==> src/wsu_pkg.sv <==
// Shared types and constants for the frame unmasker.
// No dependencies; used by wsu_core and websocket_frame_unmasker.
package wsu_pkg;

  // Frame status codes reported on the last beat of a packet
  localparam logic [2:0] ST_OK        = 3'd0;
  localparam logic [2:0] ST_NOT_FINAL = 3'd1;
  localparam logic [2:0] ST_RESERVED  = 3'd2;
  localparam logic [2:0] ST_UNMASKED  = 3'd3;
  localparam logic [2:0] ST_TRUNCATED = 3'd4;

  // Length field encodings
  localparam logic [1:0] LEN_7  = 2'd0;
  localparam logic [1:0] LEN_16 = 2'd1;
  localparam logic [1:0] LEN_64 = 2'd2;

  // Header byte masks and escape values
  localparam logic [7:0] FIN_MASK  = 8'h80;
  localparam logic [7:0] RSV_MASK  = 8'h70;
  localparam logic [7:0] OPC_MASK  = 8'h0f;
  localparam logic [7:0] LEN_MASK  = 8'h7f;
  localparam logic [6:0] LEN_ESC16 = 7'd126;
  localparam logic [6:0] LEN_ESC64 = 7'd127;

  // Header byte index where the masking key starts, per length kind
  localparam logic [3:0] KEY_START_7  = 4'd2;
  localparam logic [3:0] KEY_START_16 = 4'd4;
  localparam logic [3:0] KEY_START_64 = 4'd10;
  localparam logic [3:0] HDR_IDX_MAX  = 4'd15;

  // One result as produced by the core for one input beat
  typedef struct packed {
    logic        emit;
    logic [7:0]  out_byte;
    logic        has_data;
    logic        end_of_frame;
    logic [2:0]  status;
    logic [3:0]  frame_opcode;
    logic [63:0] declared_length;
  } result_t;

endpackage

==> src/wsu_core.sv <==
// Header parse, length/key capture and payload unmask state for one frame.
// Depends on wsu_pkg (result_t, status and header constants).
module wsu_core (
  input  logic              clk,
  input  logic              rst,
  input  logic              step,
  input  logic [7:0]        in_byte,
  input  logic              in_last,
  output wsu_pkg::result_t  res
);

  logic [3:0]  header_index, header_index_next;
  logic [1:0]  length_kind, length_kind_next;
  logic [63:0] length_accum, length_accum_next;
  logic [31:0] mask_key, mask_key_next;
  logic [1:0]  key_phase, key_phase_next;
  logic        in_payload, in_payload_next;
  logic [2:0]  error_code, error_code_next;
  logic [3:0]  opcode_held, opcode_held_next;

  logic [3:0]  key_start;
  logic [7:0]  key_byte;
  logic        data;
  logic [7:0]  ob;
  logic [6:0]  len7;

  always_comb begin
    unique case (length_kind)
      wsu_pkg::LEN_16: key_start = wsu_pkg::KEY_START_16;
      wsu_pkg::LEN_64: key_start = wsu_pkg::KEY_START_64;
      default:         key_start = wsu_pkg::KEY_START_7;
    endcase
  end

  // key byte 0 sits in the top byte of the key register
  always_comb begin
    unique case (key_phase)
      2'd0:    key_byte = mask_key[31:24];
      2'd1:    key_byte = mask_key[23:16];
      2'd2:    key_byte = mask_key[15:8];
      default: key_byte = mask_key[7:0];
    endcase
  end

  assign len7 = in_byte[6:0] & wsu_pkg::LEN_MASK[6:0];

  always_comb begin
    header_index_next = header_index;
    length_kind_next  = length_kind;
    length_accum_next = length_accum;
    mask_key_next     = mask_key;
    key_phase_next    = key_phase;
    in_payload_next   = in_payload;
    error_code_next   = error_code;
    opcode_held_next  = opcode_held;
    data              = 1'b0;
    ob                = 8'h00;

    if (error_code == wsu_pkg::ST_OK) begin
      if (in_payload) begin
        ob             = in_byte ^ key_byte;
        data           = 1'b1;
        key_phase_next = key_phase + 2'd1;
      end else begin
        if (header_index == 4'd0) begin
          opcode_held_next = in_byte[3:0] & wsu_pkg::OPC_MASK[3:0];
          if ((in_byte & wsu_pkg::FIN_MASK) == 8'h00) begin
            error_code_next = wsu_pkg::ST_NOT_FINAL;
          end else if ((in_byte & wsu_pkg::RSV_MASK) != 8'h00) begin
            error_code_next = wsu_pkg::ST_RESERVED;
          end
        end else if (header_index == 4'd1) begin
          if ((in_byte & wsu_pkg::FIN_MASK) == 8'h00) begin
            error_code_next = wsu_pkg::ST_UNMASKED;
          end else if (len7 == wsu_pkg::LEN_ESC16) begin
            length_kind_next = wsu_pkg::LEN_16;
          end else if (len7 == wsu_pkg::LEN_ESC64) begin
            length_kind_next = wsu_pkg::LEN_64;
          end else begin
            length_kind_next  = wsu_pkg::LEN_7;
            length_accum_next = {57'd0, len7};
          end
        end else if (header_index < key_start) begin
          length_accum_next = {length_accum[55:0], in_byte};
        end else begin
          mask_key_next = {mask_key[23:0], in_byte};
          if (header_index == key_start + 4'd3) in_payload_next = 1'b1;
        end
        if (header_index != wsu_pkg::HDR_IDX_MAX) header_index_next = header_index + 4'd1;
      end
    end

    res.emit            = in_last | data;
    res.out_byte        = ob;
    res.has_data        = data;
    res.end_of_frame    = in_last;
    res.frame_opcode    = opcode_held_next;
    res.declared_length = length_accum_next;
    if (!in_last) begin
      res.status = wsu_pkg::ST_OK;
    end else if (error_code_next != wsu_pkg::ST_OK) begin
      res.status = error_code_next;
    end else if (!data) begin
      res.status = wsu_pkg::ST_TRUNCATED;
    end else begin
      res.status = wsu_pkg::ST_OK;
    end

    // packet end: back to the idle header state
    if (in_last) begin
      header_index_next = 4'd0;
      length_kind_next  = wsu_pkg::LEN_7;
      length_accum_next = 64'd0;
      mask_key_next     = 32'd0;
      key_phase_next    = 2'd0;
      in_payload_next   = 1'b0;
      error_code_next   = wsu_pkg::ST_OK;
      opcode_held_next  = 4'd0;
    end
  end

  always_ff @(posedge clk) begin
    if (rst) begin
      header_index <= 4'd0;
      length_kind  <= wsu_pkg::LEN_7;
      length_accum <= 64'd0;
      mask_key     <= 32'd0;
      key_phase    <= 2'd0;
      in_payload   <= 1'b0;
      error_code   <= wsu_pkg::ST_OK;
      opcode_held  <= 4'd0;
    end else if (step) begin
      header_index <= header_index_next;
      length_kind  <= length_kind_next;
      length_accum <= length_accum_next;
      mask_key     <= mask_key_next;
      key_phase    <= key_phase_next;
      in_payload   <= in_payload_next;
      error_code   <= error_code_next;
      opcode_held  <= opcode_held_next;
    end
  end

endmodule

==> src/websocket_frame_unmasker.sv <==
// Client frame deframer/unmasker, top level: input beat register, core, result register.
// Depends on wsu_pkg and wsu_core.
// Results are registered: input beat register, then core step, then result register onto m_*.
// Throughput: one input beat per cycle, sustained while m_tready keeps the result register draining.
// Header beats yield no output beat; each payload beat and each last beat yields one.
// Reset (rst, synchronous): empties both registers and returns the parser to header byte 0.
module websocket_frame_unmasker (
  input  logic        clk,
  input  logic        rst,
  // input stream
  input  logic        s_tvalid,
  output logic        s_tready,
  input  logic [7:0]  s_tdata,   // [7:0] in_byte
  input  logic        s_tlast,   // in_last
  // output stream
  output logic        m_tvalid,
  input  logic        m_tready,
  output logic [79:0] m_tdata,   // [7:0] out_byte, [10:8] status, [14:11] frame_opcode,
                                 // [78:15] declared_length, [79] zero pad
  output logic        m_tuser,   // has_data
  output logic        m_tlast    // end_of_frame
);

  // input register
  logic       in_valid;
  logic [7:0] in_byte_q;
  logic       in_last_q;

  logic             out_free;   // result register can take a new beat this cycle
  logic             step;       // core consumes the registered input beat
  wsu_pkg::result_t res;

  assign out_free = !m_tvalid || m_tready;
  assign step     = in_valid && out_free;
  // input side takes a beat whenever its register is empty or drains this cycle
  assign s_tready = !in_valid || out_free;

  always_ff @(posedge clk) begin
    if (rst) begin
      in_valid <= 1'b0;
    end else if (s_tvalid && s_tready) begin
      in_valid <= 1'b1;
    end else if (step) begin
      in_valid <= 1'b0;
    end
  end

  always_ff @(posedge clk) begin
    if (s_tvalid && s_tready) begin
      in_byte_q <= s_tdata;
      in_last_q <= s_tlast;
    end
  end

  wsu_core u_core (
    .clk     (clk),
    .rst     (rst),
    .step    (step),
    .in_byte (in_byte_q),
    .in_last (in_last_q),
    .res     (res)
  );

  // result register; header beats drop out here
  always_ff @(posedge clk) begin
    if (rst) begin
      m_tvalid <= 1'b0;
    end else if (out_free) begin
      m_tvalid <= step && res.emit;
    end
  end

  always_ff @(posedge clk) begin
    if (step && res.emit) begin
      m_tdata <= {1'b0, res.declared_length, res.frame_opcode, res.status, res.out_byte};
      m_tuser <= res.has_data;
      m_tlast <= res.end_of_frame;
    end
  end

endmodule

==> config.mk <==
export PLATFORM = sky130hd
export DESIGN_NAME = websocket_frame_unmasker
export DESIGN_NICKNAME = d
export VERILOG_FILES = /design/src/wsu_pkg.sv /design/src/wsu_core.sv /design/src/websocket_frame_unmasker.sv
export SDC_FILE = /design/constraint.sdc
export NUM_CORES = 1
export LEC_CHECK = 0
export ABC_AREA = 0
export BUFFER_PORTS_ARGS = -buffer_cell sky130_fd_sc_hd__buf_4
export CORE_ASPECT_RATIO = 0.8
export CORE_MARGIN = 2
export CORE_UTILIZATION = 55
export DETAILED_ROUTE_END_ITERATION = 8
export GPL_ROUTABILITY_DRIVEN = 1
export PLACE_DENSITY = 0.76
export SKIP_CTS_REPAIR_TIMING = 1
export SLEW_MARGIN = 20
export SYNTH_ARGS = -nofsm -noshare
export SYNTH_HDL_FRONTEND = slang
export SYNTH_SLANG_ARGS = --single-unit
==> constraint.sdc <==
create_clock -name clk -period 4.7 [get_ports clk]
set_input_delay 1.41 -clock clk [delete_from_list [all_inputs] [get_ports clk]]
set_output_delay 1.41 -clock clk [all_outputs]
set_load 0.02 [all_outputs]
==> implementation parameters <==
Parameter                              Value

Run status
  Status    finished, final reports clean

Pwr
  Sw Ratio    0.227
  Combinational share of power    0.057
  Relative contribution of sequential cells to total power    0.509
  Max IR drop VDD    0.339 mV
  Fraction of power consumed by the clock network    0.434
  Reported leakage power    0.00353 µW
  Internal Dissipation    2890 µW
  Switching Power    846 µW
  Total power per unit cell area    378 nW/µm²

Worst hold path
  Hold Path Class    register to register
  Start point of the worst hold path    u_core.mask_key[26]

Global route
  GRT Total Usage    0.243
  First-pass GRT wire length    31900 µm
  Via count of the first global-routing pass    6072
  Initial antenna violation count    0
  Maximum number of pins on one net before global-route repair    59
  Grt total ovfl    0

Drt
  Total Wirelength    20200 µm
  Wire per inst    18.9 µm
  Met3 Wirelength    1500 µm
  Met2 routed WL    9050 µm
  Pre-Repair DR Iteration Count    6
  Top sig layer    met4
  DRC violations left    0
  Metal1 wirelength    9280 µm
  Vias after detailed routing    6584
  Via density per instance    6.15
  Antenna Violating Nets Remaining    0
  Drt initial violations    752

STA
  Final Max Slew Viols    0
  Ratio of final minimum period to clock period    0.705
  WHS    0.477 ns
  Worst-case headroom to the max-slew limit    0.342
  Setup clock skew after layout    0.0190 ns
  Unrepaired setup endpoints after global routing    false
  Final setup fails    0
  Slew at the pin closest to its max-slew limit    0.986 ns
  Maximum achievable frequency    302 MHz
  Final critical path time including I/O delays and setup    3.32 ns
  Sum of negative setup slack    0 ns
  Hold violation total from the final report    0

Setup path
  Worst setup EP type    primary output
  Critical Path Fanout Max    2
  Kind of start point of the critical path    primary input
  Worst setup startpoint    m_tready
  Critical path data arrival time    1.91 ns
  Critical Setup Path Class    primary input to primary output
  R2R Path Start    u_core.error_code[2]
  Worst EP required    3.29 ns

Synthesis
  Post-Syn Area    8450 µm²
  Number of flops mapped to enable cells by yosys    90
  Post-synthesis cell type with the largest combined area    sky130_fd_sc_hd__edfxtp_1
  Average size of a mapped cell    10.5 µm²
  Most frequent cells after synthesis    sky130_fd_sc_hd__nand2_1 (141), sky130_fd_sc_hd__dfxtp_1 (114), sky130_fd_sc_hd__a21oi_1 (99), sky130_fd_sc_hd__edfxtp_1 (90), sky130_fd_sc_hd__a22o_1 (56)
  Post-synth top flop    sky130_fd_sc_hd__dfxtp_1
  Asr flop ratio synth    0
  Yosys Warn Count    0
  Most frequent cell after synthesis    sky130_fd_sc_hd__nand2_1
  Cells after Synth    805
  Library cells used by synthesis    52
  Leading cell types by total area after synthesis    sky130_fd_sc_hd__edfxtp_1 (32%), sky130_fd_sc_hd__dfxtp_1 (27%), sky130_fd_sc_hd__nand2_1 (6.3%), sky130_fd_sc_hd__a21oi_1 (5.9%), sky130_fd_sc_hd__a22o_1 (5.8%)
  Post-synthesis sequential element count    204
  Total nets after synthesis    828
  Area share of the largest cell type after synthesis    0.320
  Sequential-to-total area share from yosys stat    0.590

Layout
  Sequential cell area    4980 µm²
  Area growth from synthesis to layout    16.7%
  Fill cell count    1149
  Share of post-route cells with drive strength above 1    0.176
  Util after Layout    0.657
  Multi-input gate area    3130 µm²
  Post-layout nets    889
  Diodes inserted    0
  Final std cells w/o fill    1070

Die
  Area of the core    15000 µm²
  Width of the die    143 µm
  Effective utilization at floorplan    0.563
  Die area    16400 µm²
  Site Rows    40
  Die H    115 µm
  Total I/O pin count    97

Clocking
  Source-to-sink clock delay at the later pin of the worst-skew pair    0.50 ns
  Number of levels the H-tree was split into    1
  Root Buffer    sky130_fd_sc_hd__clkbuf_16
  Maximum clock insertion buffer count    3
  Inserted Clock Buffers    21
  TritonCTS clock tree    built
  CTS Sinks    204
  Clock Pin Slew Worst Setup and Hold Paths    0.06 ns

Run
  Max-cap violations    0

Placement
  Total placed cells including tap cells    1032
  I/O Buffers    95
  Post-DP HPWL    12500 µm
  RePlAce Congestion    0.883
[power groups by stage]
stage | Sequential, µW | Clock [µW] | Combinational [µW]
after floorplan | 1950 | 0 | 130
after global placement | 1940 | 0 | 204
after global routing | 1900 | 1720 | 229
final | 1900 | 1620 | 213
after detailed placement | 1940 | 0 | 208
after CTS | 1900 | 1640 | 210
[worst max-delay path, cell delays in order]
cell	delay, ns
sky130_fd_sc_hd__buf_4	0.11
sky130_fd_sc_hd__nor2b_1	0.14
sky130_fd_sc_hd__nand2_1	0.08
sky130_fd_sc_hd__buf_4	0.16
[routing by layer]
| metal | track usage | up-vias |
|---|---|---|
| met1 | 0.375 | 3177 |
| met5 | 0 | - |
| li1 | - | 3059 |
| met3 | 0.0358 | 45 |
| met4 | 0.0640 | 0 |
| met2 | 0.359 | 303 |
[final timing paths]
path                            depth (start not counted)             endpoint  slack (ns)
worst min-delay path                                    2  u_core.mask_key[26]        0.48
worst max register to register                          6           m_tdata[6]        1.72
worst min register to register                          2  u_core.mask_key[26]        0.48
worst max-delay path                                    4             s_tready        1.38
[logic make-up (layout without fill, tap and decap cells)]
| family | after synthesis | after routing | share of synthesized area |
|---|---|---|---|
| compound gates | 244 | 244 | 0.189 |
| mux | 2 | 2 | 0.00237 |
| xor+xnor | 12 | 12 | 0.0124 |
| flops | 204 | 204 | 0.590 |
| other cells | 1 | 1 | 0.000444 |
| simple gates | 253 | 253 | 0.148 |
| fa+ha+maj | 10 | 10 | 0.0148 |
| buf+inv | 79 | 155 | 0.0437 |
[layout by cell type (no fill, tap or decap), types with 22 or more instances in the layout]
master | Yosys | layout
sky130_fd_sc_hd__a21oi_1 | 99 | 99
sky130_fd_sc_hd__o21ai_0 | 45 | 45
sky130_fd_sc_hd__a22o_1 | 56 | 56
sky130_fd_sc_hd__nand2_1 | 141 | 141
sky130_fd_sc_hd__nor2_1 | 35 | 33
sky130_fd_sc_hd__clkbuf_16 | 0 | 22
sky130_fd_sc_hd__dfxtp_1 | 114 | 114
sky130_fd_sc_hd__buf_4 | 4 | 107
sky130_fd_sc_hd__edfxtp_1 | 90 | 90
sky130_fd_sc_hd__nand4b_1 | 30 | 30
[cell type report]
type	count	area share
clock inverters	10	0.00824
clock buffers	28	0.0601
multi-input cells	522	0.317
well taps	189	0.0240
inverters	10	0.00393
repair buffers	107	0.0814
flip-flops and latches	204	0.505
[state kept, by name, indices dropped and copies added (netlist names)]
signal	flops
u_core.length_accum	64
m_tlast	1
u_core.mask_key	32
u_core.header_index	4
in_valid	1
m_tdata	79
in_last_q	1
m_tvalid	1
u_core.in_payload	1
u_core.key_phase	2
u_core.error_code	3
u_core.length_kind	2
in_byte_q	8
m_tuser	1
u_core.opcode_held	4
[metrics by stage]
step,total power [µW],worst slack (ns),instance area [µm²]
6_report,3730,1.38,9860
3_5_place_dp,2150,0.986,9190
4_1_cts,3750,1.39,9860
2_1_floorplan,2080,0.495,8450
3_3_place_gp,2140,1.15,9190
5_1_grt,3850,1.24,9860
(Power assumes the default switching activity.)
